`src/design/sclp_pkg.sv`:
```
// sclp_pkg: shared types and constants for the sprite clip and uv adjust block
// used by every module of the block; no dependencies
package sclp_pkg;

    localparam int CoordW    = 16;
    localparam int EdgeW     = 18;
    localparam int DeltaW    = 19;
    localparam int SpanW     = 17;
    localparam int ProdW     = SpanW + DeltaW;
    localparam int DivW      = 35;
    localparam int StepBits  = 5;
    localparam int DivStages = DivW / StepBits;
    localparam int RemW      = 16;
    localparam int Lanes     = 4;
    localparam int BackLat   = DivStages + 3;
    localparam int QDepth    = 2;
    localparam int PtrW      = $clog2(QDepth);
    localparam int CntW      = $clog2(QDepth + 1);
    localparam int CfgIdxW   = 3;
    localparam int CfgW      = 12;

    localparam logic [CfgIdxW-1:0] CFG_ENABLE = 3'd0;
    localparam logic [CfgIdxW-1:0] CFG_LEFT   = 3'd1;
    localparam logic [CfgIdxW-1:0] CFG_TOP    = 3'd2;
    localparam logic [CfgIdxW-1:0] CFG_RIGHT  = 3'd3;
    localparam logic [CfgIdxW-1:0] CFG_BOTTOM = 3'd4;

    typedef struct packed {
        logic signed [CoordW-1:0] coord;
        logic signed [SpanW-1:0]  span;
        logic signed [DeltaW-1:0] delta;
        logic [CoordW-1:0]        size;
    } lane_t;

    typedef struct packed {
        logic [CoordW-1:0] pos_x;
        logic [CoordW-1:0] pos_y;
        logic [CoordW-1:0] width;
        logic [CoordW-1:0] height;
        logic [CoordW-1:0] texture_id;
        logic [31:0]       colour_rgba;
    } pass_t;

    typedef struct packed {
        pass_t             pass;
        lane_t [Lanes-1:0] lane;
    } job_t;

endpackage

```
`src/design/sclp_queue.sv`:
```
// sclp_queue: short queue of classified sprites between front and back
// depends on sclp_pkg
module sclp_queue (
    input  logic           clk,
    input  logic           rst_n,
    input  logic           push,
    input  sclp_pkg::job_t push_job,
    output logic           full,
    output logic           pop,
    output sclp_pkg::job_t pop_job
);

    sclp_pkg::job_t                 q_reg [sclp_pkg::QDepth];
    logic [sclp_pkg::PtrW-1:0]      wr_reg, rd_reg;
    logic [sclp_pkg::CntW-1:0]      cnt_reg, cnt_next;

    assign pop     = (cnt_reg != '0);
    assign full    = (cnt_reg == sclp_pkg::CntW'(sclp_pkg::QDepth));
    assign pop_job = q_reg[rd_reg];

    always_comb
    begin
        cnt_next = cnt_reg;
        if (push && !pop)
            cnt_next = cnt_reg + 1'b1;
        else if (!push && pop)
            cnt_next = cnt_reg - 1'b1;
    end

    always_ff @(posedge clk or negedge rst_n)
    begin
        if (!rst_n)
        begin
            wr_reg  <= '0;
            rd_reg  <= '0;
            cnt_reg <= '0;
        end
        else
        begin
            cnt_reg <= cnt_next;
            if (push)
                wr_reg <= wr_reg + 1'b1;
            if (pop)
                rd_reg <= rd_reg + 1'b1;
        end
    end

    always_ff @(posedge clk)
    begin
        if (push)
            q_reg[wr_reg] <= push_job;
    end

endmodule

```
`config.mk`:
```
export PLATFORM = sky130hd
export DESIGN_NAME = sclp_queue
export DESIGN_NICKNAME = d
export VERILOG_FILES = /design/src/design/sclp_pkg.sv /design/src/design/sclp_queue.sv
export SDC_FILE = /design/constraint.sdc
export NUM_CORES = 1
export LEC_CHECK = 0
export BUFFER_PORTS_ARGS = -buffer_cell sky130_fd_sc_hd__buf_2
export CELL_PAD_IN_SITES_DETAIL_PLACEMENT = 0
export CELL_PAD_IN_SITES_GLOBAL_PLACEMENT = 2
export CORE_AREA = 2 2 388 198
export DETAILED_ROUTE_END_ITERATION = 16
export DIE_AREA = 0 0 390 200
export MAX_ROUTING_LAYER = met4
export PLACE_DENSITY_LB_ADDON = 0.1
export SYNTH_ARGS = -nofsm -noshare
export SYNTH_HDL_FRONTEND = slang
export SYNTH_SLANG_ARGS = --single-unit
```
`constraint.sdc`:
```
create_clock -name clk -period 25.6 [get_ports clk]
set_input_delay 5.12 -clock clk [delete_from_list [all_inputs] [get_ports clk]]
set_output_delay 5.12 -clock clk [all_outputs]
set_load 0.1 [all_outputs]
```
# == Yosys cells after proc, flatten, opt, wreduce, memory -nomap -nowiden ==
# Memory sizes are Yosys's and may differ from the RTL's.
# Cells that the tools add are included.
# word_totals
mem_bits_rw,768
out_inout_bits,386
register_bits,4
n_memories,1
inputBits,387
# classes
n_addsub,4
n_eq_ne,1
n_reduce_logical,6
n_mux,4
# memory_table
memory,words,width,rd,rd_ports_with_merged_regs,wr,line,rtl
q_reg,2,384,1,0,1,sclp_queue.sv:13,sclp_pkg::job_t q_reg [sclp_pkg::QDepth];
# ops
cell,n
2-to-1 mux 2 bit,2
nonzero test 2 bit,2
"adder 1 bit, second input constant",2
"adder 2 x 1 -> 2 bit, second input constant",1
"equality test 2 bit, second input constant",1
logical AND 1 bit,2
zero test 1 bit,2
2-to-1 mux 1 bit,2
"subtractor 2 x 1 -> 2 bit, second input constant",1

# == Depth between registers and ports, before layout ==
# depth
word_depth,4
ltp_mapped,5
depth_no_buf,5

# == Worst setup path after synthesis ==
# Ideal clock, no wire load.
# synth_timing
path_kind,in2reg
from,input port push
to,"memory q_reg[0][0] in the netlist's numbering, enable pin"
slack_ns,2.813
path_buffers,0
stages,1
setup_ns,1.184
required_time_ns,24.416
t_arrival_ns,21.603
cell_sequence,nor2b_1
# synth_via
elab_chain_len,2
# synth_rtl
item,line,rtl
"start, declared",sclp_queue.sv:6,"input logic push,"
2-to-1 mux 1 bit,sclp_queue.sv:50,if (push)
2-to-1 mux 1 bit (implied by the code),sclp_queue.sv:51,q_reg[wr_reg] <= push_job;
"end, declared",sclp_queue.sv:13,
# No other way between the ends.

==> metrics.cfg <==
[drt]
drc=0
met3WireLength_mm=4.60
dr_total_vias=14400
wl_met2_mm=39.1
wl_per_cell_um=23.1
postRouteAntennaNets=0
wl_met1_mm=26.0
first_iter_violations=560
dr.max_layer_used=met4
viasPerCell=4.65
drt_wl_total_mm=71.3
drt-pass1-iter-count=4

[cts]
clock-root-buffer=clkbuf_16
cts-resized-gates=0
clk_pin_slew_ps=60
cts_made_buffers=72
cts.hold.buffers_added=0
htreeDepth=3
clk_latency_ps=630
cts_tree=done
post_cts_buffers=0
cts_buffer_depth=3
clkSinkCount=772

[floorplan]
core_area_sq_um=74400
initial_core_util_pct=37.8
die_w_um=390
die_y_um=200
row_count=71
ios=773
dieArea_sq_um=78000

[finish]
largest_reg_flops=768
syn_to_final_growth_pct=25.5
nets=2415
final_common_cell=buf_2
drive_gt1_share_pct=61.0
fillers=6484
final_cell_mix=772 x buf_2, 768 x edfxtp_1, 352 x mux2_2

[placement]
place_congestion=0.797
io_buffers=772
hpwlAfterDp_mm=49.2

[global_routing]
grt.overflow.total=0
grt_pass1_wl_mm=98.5
grt_max_degree=161
grt_usage_pct=18.1
first_global_vias=14800
antenna_found_initial=23

[synth]
synth.distinct_cells=14
synth_fp_nets=1599
synth_area_sq_um=28200
avgSynthCellArea_sq_um=23.2
ys_ff_latch=772
yosys_warnings=0
synthCells=1211
synth_seq_area_share_pct=82.3

[sta]
slew_headroom_pct=22.6
min_period_ps=10170
maxSlewViolCount=0
fin_crit_sh_pct=39.7
setup_viol=0
timing.fmax_mhz=98.3
rsz0062_at_grt=no
max_slew.worst_pin.slew_ps=1160
final_hold_viol_count=0
fin_skew_ps=15.1
setup-tns-final_ps=0

[critical_path]
worst_r2r_path_depth=4
ff2ff_setup_slack_ps=21080
regToRegEndpoint=q_reg[0][309]
crit_end=pop_job[197]
r2r-start=wr_reg
cp-startpoint=rd_reg
critPathMaxFanout=80
crit_path_start_kind=flip-flop
crit_type=reg -> out
critPathCaptureType=output pin
arrival_ps=5050
crit_required_ps=20480

[hold_path]
hold_class=reg -> reg

[job]
drv_cap=0

[outcome]
outcome=complete, no violations

==> through the flow <==
stage | hold slack, ps | setup WS [ps] | util, % | cell area, sq um | instances
global route | 531 | 15040 | 47.4 | 35300 | 3090
floorplan | 455 | 2810 | - | 28200 | 1211
global placement | 476 | 15920 | 44.2 | 32900 | 2938
CTS | 500 | 15200 | 47.4 | 35300 | 3067
finish | 510 | 15430 | 47.5 | 35300 | 3091
detailed placement | 485 | 15910 | 44.2 | 32900 | 2938
==> area by class of cell <==
cell class	instances	area, sq um	area share (%)
diodes	24	60.1	0.170
clock buffers	91	1980	5.60
clock inverters	38	367	1.04
inverters	1	3.75	0.0106
multi-input cells	395	4530	12.8
flip-flops and latches	772	23200	65.6
well taps	985	1230	3.49
repair buffers	785	3990	11.3
==> worst max-delay path, stage by stage, from the launching register on <==
cell     delay, ps
dfrtp_4        930
buf_4          770
buf_4          800
buf_4          980
mux2_2         330
buf_2          460
==> worst min path at each step <==
stage	startpoint	endpoint	cells past startpoint
6_report	cnt_reg[1]	cnt_reg[1]	1
3_3_place_gp	cnt_reg[1]	cnt_reg[1]	1
5_1_grt	cnt_reg[1]	cnt_reg[1]	1
2_1_floorplan	wr_reg	wr_reg	1
4_1_cts	cnt_reg[1]	cnt_reg[1]	1
3_5_place_dp	cnt_reg[1]	cnt_reg[1]	1
==> cell usage after synthesis <==
cell type	count	area [sq um]
dfrtp_1	4	100
buf_2	3	15.0
xor2_1	3	26.3
inv_1	1	3.75
mux2_1	2	22.5
edfxtp_1	768	23100
mux2_2	352	3960
xnor2_1	2	17.5
ha_1	1	12.5
buf_6	40	450
mux2_4	30	450
and2_1	1	6.26
nor2b_1	2	12.5
nor2_1	2	7.51
==> routing by layer <==
metal / up-vias / global-route usage (%)
met4: 0 / 6.25
li1: 6537 / -
met1: 7368 / 19.1
met2: 366 / 32.2
met3: 97 / 5.80
met5: - / -
==> kinds of logic (layout without fill, tap and decap cells) <==
kind of cell	count (synthesis)	after routing	share of synthesized area [%]
adders and majority gates	1	1	0.0444
xor gates and xnor gates	5	5	0.156
and+or+nand+nor	5	5	0.0934
DFF	772	772	82.3
other	0	24	0
buffers and inverters	44	915	1.67
muxes	384	384	15.8
Power is not shown: default switching activity piles up to over one toggle a cycle in this logic, so the estimate is an artifact.
