File: src/design/sclp_pkg.sv
// sclp_pkg: shared types and constants for the sprite clip and uv adjust block
// used by every module of the block; no dependencies
package sclp_pkg;

    localparam int CoordW    = 16;
    localparam int EdgeW     = 18;
    localparam int DeltaW    = 19;
    localparam int SpanW     = 17;
    localparam int ProdW     = SpanW + DeltaW;
    localparam int DivW      = 35;
    localparam int StepBits  = 5;
    localparam int DivStages = DivW / StepBits;
    localparam int RemW      = 16;
    localparam int Lanes     = 4;
    localparam int BackLat   = DivStages + 3;
    localparam int QDepth    = 2;
    localparam int PtrW      = $clog2(QDepth);
    localparam int CntW      = $clog2(QDepth + 1);
    localparam int CfgIdxW   = 3;
    localparam int CfgW      = 12;

    localparam logic [CfgIdxW-1:0] CFG_ENABLE = 3'd0;
    localparam logic [CfgIdxW-1:0] CFG_LEFT   = 3'd1;
    localparam logic [CfgIdxW-1:0] CFG_TOP    = 3'd2;
    localparam logic [CfgIdxW-1:0] CFG_RIGHT  = 3'd3;
    localparam logic [CfgIdxW-1:0] CFG_BOTTOM = 3'd4;

    typedef struct packed {
        logic signed [CoordW-1:0] coord;
        logic signed [SpanW-1:0]  span;
        logic signed [DeltaW-1:0] delta;
        logic [CoordW-1:0]        size;
    } lane_t;

    typedef struct packed {
        logic [CoordW-1:0] pos_x;
        logic [CoordW-1:0] pos_y;
        logic [CoordW-1:0] width;
        logic [CoordW-1:0] height;
        logic [CoordW-1:0] texture_id;
        logic [31:0]       colour_rgba;
    } pass_t;

    typedef struct packed {
        pass_t             pass;
        lane_t [Lanes-1:0] lane;
    } job_t;

endpackage

File: src/design/sclp_front.sv
// sclp_front: clip registers, culling and edge clamping of one sprite
// depends on sclp_pkg
module sclp_front (
    input  logic                                 clk,
    input  logic                                 rst_n,
    input  logic                                 cfg_wr_en,
    input  logic [sclp_pkg::CfgIdxW-1:0]         cfg_index,
    input  logic [sclp_pkg::CfgW-1:0]            cfg_wdata,
    input  logic signed [sclp_pkg::CoordW-1:0]   pos_x,
    input  logic signed [sclp_pkg::CoordW-1:0]   pos_y,
    input  logic [sclp_pkg::CoordW-1:0]          width,
    input  logic [sclp_pkg::CoordW-1:0]          height,
    input  logic signed [sclp_pkg::CoordW-1:0]   tex_u1,
    input  logic signed [sclp_pkg::CoordW-1:0]   tex_v1,
    input  logic signed [sclp_pkg::CoordW-1:0]   tex_u2,
    input  logic signed [sclp_pkg::CoordW-1:0]   tex_v2,
    input  logic [sclp_pkg::CoordW-1:0]          texture_id,
    input  logic [31:0]                          colour_rgba,
    output logic                                 keep,
    output sclp_pkg::job_t                       job
);

    logic                            en_reg;
    logic signed [sclp_pkg::CfgW-1:0] left_reg, top_reg, right_reg, bottom_reg;

    always_ff @(posedge clk or negedge rst_n)
    begin
        if (!rst_n)
        begin
            en_reg     <= 1'b0;
            left_reg   <= '0;
            top_reg    <= '0;
            right_reg  <= '0;
            bottom_reg <= '0;
        end
        else if (cfg_wr_en)
        begin
            case (cfg_index)
                sclp_pkg::CFG_ENABLE: en_reg     <= cfg_wdata[0];
                sclp_pkg::CFG_LEFT:   left_reg   <= cfg_wdata;
                sclp_pkg::CFG_TOP:    top_reg    <= cfg_wdata;
                sclp_pkg::CFG_RIGHT:  right_reg  <= cfg_wdata;
                sclp_pkg::CFG_BOTTOM: bottom_reg <= cfg_wdata;
                default: ;
            endcase
        end
    end

    function automatic logic signed [sclp_pkg::EdgeW-1:0] clampv(
        input logic signed [sclp_pkg::EdgeW-1:0] x,
        input logic signed [sclp_pkg::EdgeW-1:0] lo,
        input logic signed [sclp_pkg::EdgeW-1:0] hi);
        logic signed [sclp_pkg::EdgeW-1:0] r;
        begin
            r = (x < lo) ? lo : x;
            r = (r > hi) ? hi : r;
            return r;
        end
    endfunction

    logic signed [sclp_pkg::EdgeW-1:0]  el, et, er, eb, px, py, rt, bt;
    logic signed [sclp_pkg::EdgeW-1:0]  nl, nt, nr, nb;
    logic signed [sclp_pkg::SpanW-1:0]  span_u, span_v;
    logic                               cull;

    always_comb
    begin
        el = {{2{left_reg[sclp_pkg::CfgW-1]}}, left_reg, 4'b0};
        et = {{2{top_reg[sclp_pkg::CfgW-1]}}, top_reg, 4'b0};
        er = {{2{right_reg[sclp_pkg::CfgW-1]}}, right_reg, 4'b0};
        eb = {{2{bottom_reg[sclp_pkg::CfgW-1]}}, bottom_reg, 4'b0};
        px = {{2{pos_x[sclp_pkg::CoordW-1]}}, pos_x};
        py = {{2{pos_y[sclp_pkg::CoordW-1]}}, pos_y};
        rt = px + $signed({2'b0, width});
        bt = py + $signed({2'b0, height});
        cull = (px >= er) || (rt <= el) || (py >= eb) || (bt <= et);
        nl = clampv(px, el, er);
        nt = clampv(py, et, eb);
        nr = clampv(rt, el, er);
        nb = clampv(bt, et, eb);
        span_u = {tex_u2[sclp_pkg::CoordW-1], tex_u2} - {tex_u1[sclp_pkg::CoordW-1], tex_u1};
        span_v = {tex_v2[sclp_pkg::CoordW-1], tex_v2} - {tex_v1[sclp_pkg::CoordW-1], tex_v1};

        keep = !en_reg || !cull;

        job.pass.texture_id  = texture_id;
        job.pass.colour_rgba = colour_rgba;
        job.lane[0].coord = tex_u1;
        job.lane[1].coord = tex_u2;
        job.lane[2].coord = tex_v1;
        job.lane[3].coord = tex_v2;
        job.lane[0].span  = span_u;
        job.lane[1].span  = span_u;
        job.lane[2].span  = span_v;
        job.lane[3].span  = span_v;
        job.lane[0].size  = width;
        job.lane[1].size  = width;
        job.lane[2].size  = height;
        job.lane[3].size  = height;
        if (en_reg)
        begin
            job.pass.pos_x  = nl[sclp_pkg::CoordW-1:0];
            job.pass.pos_y  = nt[sclp_pkg::CoordW-1:0];
            job.pass.width  = nr[sclp_pkg::CoordW-1:0] - nl[sclp_pkg::CoordW-1:0];
            job.pass.height = nb[sclp_pkg::CoordW-1:0] - nt[sclp_pkg::CoordW-1:0];
            job.lane[0].delta = {nl[sclp_pkg::EdgeW-1], nl} - {px[sclp_pkg::EdgeW-1], px};
            job.lane[1].delta = {nr[sclp_pkg::EdgeW-1], nr} - {rt[sclp_pkg::EdgeW-1], rt};
            job.lane[2].delta = {nt[sclp_pkg::EdgeW-1], nt} - {py[sclp_pkg::EdgeW-1], py};
            job.lane[3].delta = {nb[sclp_pkg::EdgeW-1], nb} - {bt[sclp_pkg::EdgeW-1], bt};
        end
        else
        begin
            job.pass.pos_x  = pos_x;
            job.pass.pos_y  = pos_y;
            job.pass.width  = width;
            job.pass.height = height;
            job.lane[0].delta = '0;
            job.lane[1].delta = '0;
            job.lane[2].delta = '0;
            job.lane[3].delta = '0;
        end
    end

endmodule

File: config.mk
export PLATFORM = sky130hd
export DESIGN_NAME = sclp_front
export DESIGN_NICKNAME = d
export VERILOG_FILES = /design/src/design/sclp_pkg.sv /design/src/design/sclp_front.sv
export SDC_FILE = /design/constraint.sdc
export NUM_CORES = 1
export LEC_CHECK = 0
export BUFFER_PORTS_ARGS = -buffer_cell sky130_fd_sc_hd__buf_2
export CORE_AREA = 10 10 217 219
export CTS_CLUSTER_DIAMETER = 60
export DETAILED_ROUTE_END_ITERATION = 10
export DIE_AREA = 0 0 227 229
export MAX_ROUTING_LAYER = met4
export SYNTH_ARGS = -nofsm -noshare
export SYNTH_HDL_FRONTEND = slang
export SYNTH_SLANG_ARGS = --single-unit
File: constraint.sdc
create_clock -name clk -period 15.7 [get_ports clk]
set_input_delay 2.355 -clock clk [delete_from_list [all_inputs] [get_ports clk]]
set_output_delay 2.355 -clock clk [all_outputs]
set_load 0.02 [all_outputs]
# Word level (Yosys, flattened, before mapping)
# Cells that the tools add are included.
dict set report totals {
  elab_cells 56
  input_bits 194
  out_inout_bits 385
  reg_bits 49
}
dict set report op_classes {
  reduce_logical 12
  eq_ne 4
  mux 13
  n_addsub 10
  magnitude_cmp 12
}
# operator count
set op_table {}
lappend op_table {{$mux W18} 8}
lappend op_table {{$mux W19} 4}
lappend op_table {{$gt A18 B16 Y1} 4}
lappend op_table {{$mux W64} 1}
lappend op_table {{$sub A18 B16 Y19} 2}
lappend op_table {{$sub A18 B18 Y19} 2}
lappend op_table {{$add A16 B17 Y18} 2}
lappend op_table {{$le A18 B16 Y1} 2}
lappend op_table {{$lt A18 B16 Y1} 2}
lappend op_table {{$sub A16 B16 Y17} 2}
lappend op_table {{$ge A16 B16 Y1} 2}
lappend op_table {{$lt A16 B16 Y1} 2}
lappend op_table {{$sub A16 B16 Y16} 2}
lappend op_table {{$reduce_and A2 Y1} 5}
lappend op_table {{$eq A3 B2 Y1 const B} 2}
lappend op_table {{$logic_or A1 B1 Y1} 4}
lappend op_table {{$eq A3 B1 Y1 const B} 1}
lappend op_table {{$eq A3 B3 Y1 const B} 1}
lappend op_table {{$logic_not A3 Y1} 1}
lappend op_table {{$logic_not A1 Y1} 2}

# Longest topological paths before layout
dict set report depth {
  ltp_word 7
  mapped_depth 45
  ltp_nobuf 43
}

# Least setup slack after synthesis
# Ideal clock, no wire load.
dict set report synth_timing {
  path_kind {input -> output}
  startpoint {input port width[0] (netlist name)}
  endpoint {output port job[98] (netlist name)}
  t_required_ns 13.345
  cell_stages 39
  n_path_buf 3
  setup_slack_ns 2.516
  arrival_time_ns 10.829
  path_cell_list {ha_1 > fa_1 > a21o_1 > a21oi_1 > o21ai_1 > a21oi_1 > o21bai_1 > a21oi_1 > o21bai_1 > a2111o_1 > a31oi_1 > o21bai_1 > xnor2_1 > inv_1 > ha_1 > nand4_1 > nor3_1 > a211o_1 > [3 not listed] > mux2_2 > ha_1 > nand3_1 > nor2_1 > a221oi_1 > a221oi_2 > a21boi_0 > clkbuf_1 > nor2_1 > a21oi_1 > ha_1 > a21oi_1 > nor2b_1 > o21ai_0 > nand2b_1 > a21oi_1 > o21ai_0 > a2111oi_0}
}
# item line_no
set synth_rtl {}
lappend synth_rtl {{from (decl)} sclp_front.sv:11} ;# input logic [sclp_pkg::CoordW-1:0] width,
lappend synth_rtl {{to (decl)} sclp_front.sv:20} ;# output sclp_pkg::job_t job

==> flow_metrics.py <==
metrics = {
    "timing": {
        "final.period_utilization": 0.943,
        "layout_min_cycle_time_ps": 14810,
        "whs_ps": 540,
        "maxSlewHeadroom": 0.255,
        "worst_pin_slew_ps": 1110,
        "fin_tns_setup_ps": 0,
        "fmax_mhz": 67.5,
        "setup_slack_ps": 894,
        "hold_viol_final": 0,
        "clock_skew_ps": 0,
        "finalSetupViolations": 0,
        "grt_setup_unrepaired": "false",
        "report.final.slew_viol_count": 0,
    },
    "routing": {
        "routedWlPerCell_um": 22.2,
        "antenna_left": 0,
        "dr_total_vias": 16900,
        "drc_errors": 0,
        "drt-pass1-iter-count": 5,
        "wl_um": 67700,
        "via_per_inst": 5.53,
        "drt-initial-drc-count": 1262,
    },
    "yosys": {
        "synthTopCellsByCount": "282 x ha_1, 240 x inv_1, 225 x nand2_1",
        "synth_area_leaders": "ha_1 22%, buf_4 9.9%, dfrtp_1 7.7%",
        "post-synth-top-count-cell": "ha_1",
        "postSynthCellCount": 2249,
        "syn_nets": 2731,
        "synth.avg_cell_area_sq_um": 7.10,
        "synth_edf_count": 0,
        "synth_cell_types": 83,
        "synth_top_area_cell": "ha_1",
        "synth_seq_cells": 49,
        "ys.flop_type": "dfrtp_1",
        "ys_warn_count": 0,
        "async_reset_ff_frac": 1.00,
        "synth_top_area_share": 0.221,
        "ys_seq_area_frac": 0.0767,
        "syn_area_sq_um": 16000,
    },
    "worst_setup_path": {
        "crit_fanout": 20,
        "worstPathRequired_ps": 13350,
        "cp_slowest_cell": "nor2_1",
        "endpoint_kind": "output port",
        "start_kind": "primary input",
        "cp.arrival_ps": 12450,
        "critical_path.max_stage_delay_ps": 620,
        "crit_type": "in2out",
        "crit_top_cell": "a21oi_1",
    },
    "place": {
        "dp_slack_ps": 780,
        "port_buffers": 482,
        "hpwl_um": 59300,
        "placed_area_sq_um": 17500,
        "gp_congestion": 0.999,
    },
    "worst_hold_path": {
        "hold_class": "reg2reg",
    },
    "power_and_ir_drop": {
        "p_leak_nw": 9.20,
        "power_density_nw_per_um2": 235,
        "peakVddDrop_mv": 0.137,
    },
    "floorplan": {
        "dieArea_sq_um": 52000,
        "die_w_um": 227,
        "num_io_pins": 579,
        "initial_core_util": 0.374,
        "die_h_um": 229,
        "core_area_sq_um": 42700,
        "std_cell_rows": 76,
    },
    "cells_and_area": {
        "drive_gt1_frac": 0.240,
        "fin_nets": 2979,
        "fillers": 4534,
        "finalInstanceArea_sq_um": 17700,
        "multiInputGateArea_sq_um": 12100,
        "syn_to_final_growth_pct": 10.6,
        "regArea_sq_um": 1230,
    },
    "clock_network": {
        "cts_setup_buffers": 0,
        "cts_tree": "built",
        "clock_path_buffers": 2,
        "insertion_delay_ps": 300,
        "clockRootBuffer": "clkbuf_16",
        "cts_max_level": 2,
        "clkSinkCount": 49,
        "clk_pin_slew_ps": 60,
        "cts_buffers": 5,
        "hold_buffers": 0,
        "ctsResizeCount": 0,
    },
    "global_route": {
        "gr-total-overflow": 0,
        "grt_antenna_before_repair": 15,
        "grt_pass1_wl_um": 99100,
        "grt_pass1_vias": 16300,
        "grt.total_usage": 0.252,
        "grt_max_degree": 57,
    },
    "run": {
        "cap_violations": 0,
    },
    "outcome": {
        "status": "completed",
    },
}
cell families after synthesis:
kind of cell               share of synthesized area
DFF                                           0.0767
muxes                                         0.0517
adders and majority gates                      0.228
buffers and inverters                          0.167
and+or+nand+nor                                0.176
AOI/OAI and AO/OA                              0.238
xor gates and xnor gates                      0.0628
worst max-delay path, delay by kind of cell:
family          cells  cell delay (ps)
simple gates        6             1390
buf+inv             4              530
xor+xnor            2              440
compound gates     22             4740
mux                 3             1270
fa+ha+maj           6             1700
final timing paths:
path                                   start      endpoint  slack [ps]  cells past startpoint
worst max register to register        en_reg        en_reg       14220                      2
worst min register to register  right_reg[4]  right_reg[4]         540                      1
worst max-delay path                pos_x[0]      job[348]         890                     43
worst min-delay path            right_reg[4]  right_reg[4]         540                      1
min in group asynchronous              rst_n   left_reg[2]        2160                      2
max in group asynchronous              rst_n        en_reg       13040                      2
power by group:
part | internal (W) | switching, W
combinational | 0.00142 | 0.00242
sequential | 0.000153 | 0.0000352
clock | 0.0000755 | 0.0000499
total | 0.00165 | 0.00251
layer usage:
metal / GRT usage / wire length, um
met1: 0.316 / 29300
met2: 0.407 / 31300
met5: - / 0
met3: 0.0348 / 4980
met4: 0.0839 / 2130
stage by stage:
| step | power, W | util | cells |
|---|---|---|---|
| finish | 0.00416 | 0.414 | 3053 |
| global route | 0.00453 | 0.414 | 3052 |
| CTS | 0.00414 | 0.413 | 3044 |
| detailed placement | 0.00399 | 0.409 | 3036 |
| global placement | 0.00397 | 0.409 | 3036 |
| floorplan | 0.00289 | - | 2249 |
layout by cell type (no fill, tap or decap), types with 9 or more instances in the layout:
| cell | count |
|---|---|
| o21ai_1 | 11 |
| a21oi_1 | 159 |
| and3_1 | 13 |
| nand2b_1 | 20 |
| ha_1 | 282 |
| a211oi_1 | 21 |
| buf_2 | 482 |
| nand4_1 | 20 |
| dfrtp_1 | 48 |
| diode_2 | 9 |
| a21o_1 | 41 |
| xnor2_1 | 75 |
| nor3_1 | 35 |
| a31oi_1 | 15 |
| o21a_1 | 26 |
| nor2_1 | 174 |
| nand3_1 | 44 |
| o31ai_1 | 12 |
| o21ai_0 | 191 |
| xor2_1 | 37 |
| mux2_2 | 65 |
| inv_1 | 240 |
| and2_1 | 13 |
| buf_4 | 17 |
| o21bai_1 | 13 |
| nor2b_1 | 29 |
| or3_1 | 11 |
| o211ai_1 | 10 |
| a21boi_0 | 23 |
| nand2_1 | 225 |
cell type report:
cell class / count / share of cell area
Antenna cell: 9 / 0.00127
Inverter: 241 / 0.0512
Clock buffer: 5 / 0.00708
Multi-Input combinational cell: 1701 / 0.686
Timing Repair Buffer: 499 / 0.144
Tap cell: 546 / 0.0387
Sequential cell: 49 / 0.0696
Clock inverter: 3 / 0.00248
Note: power is estimated with default switching activity, not from simulation.
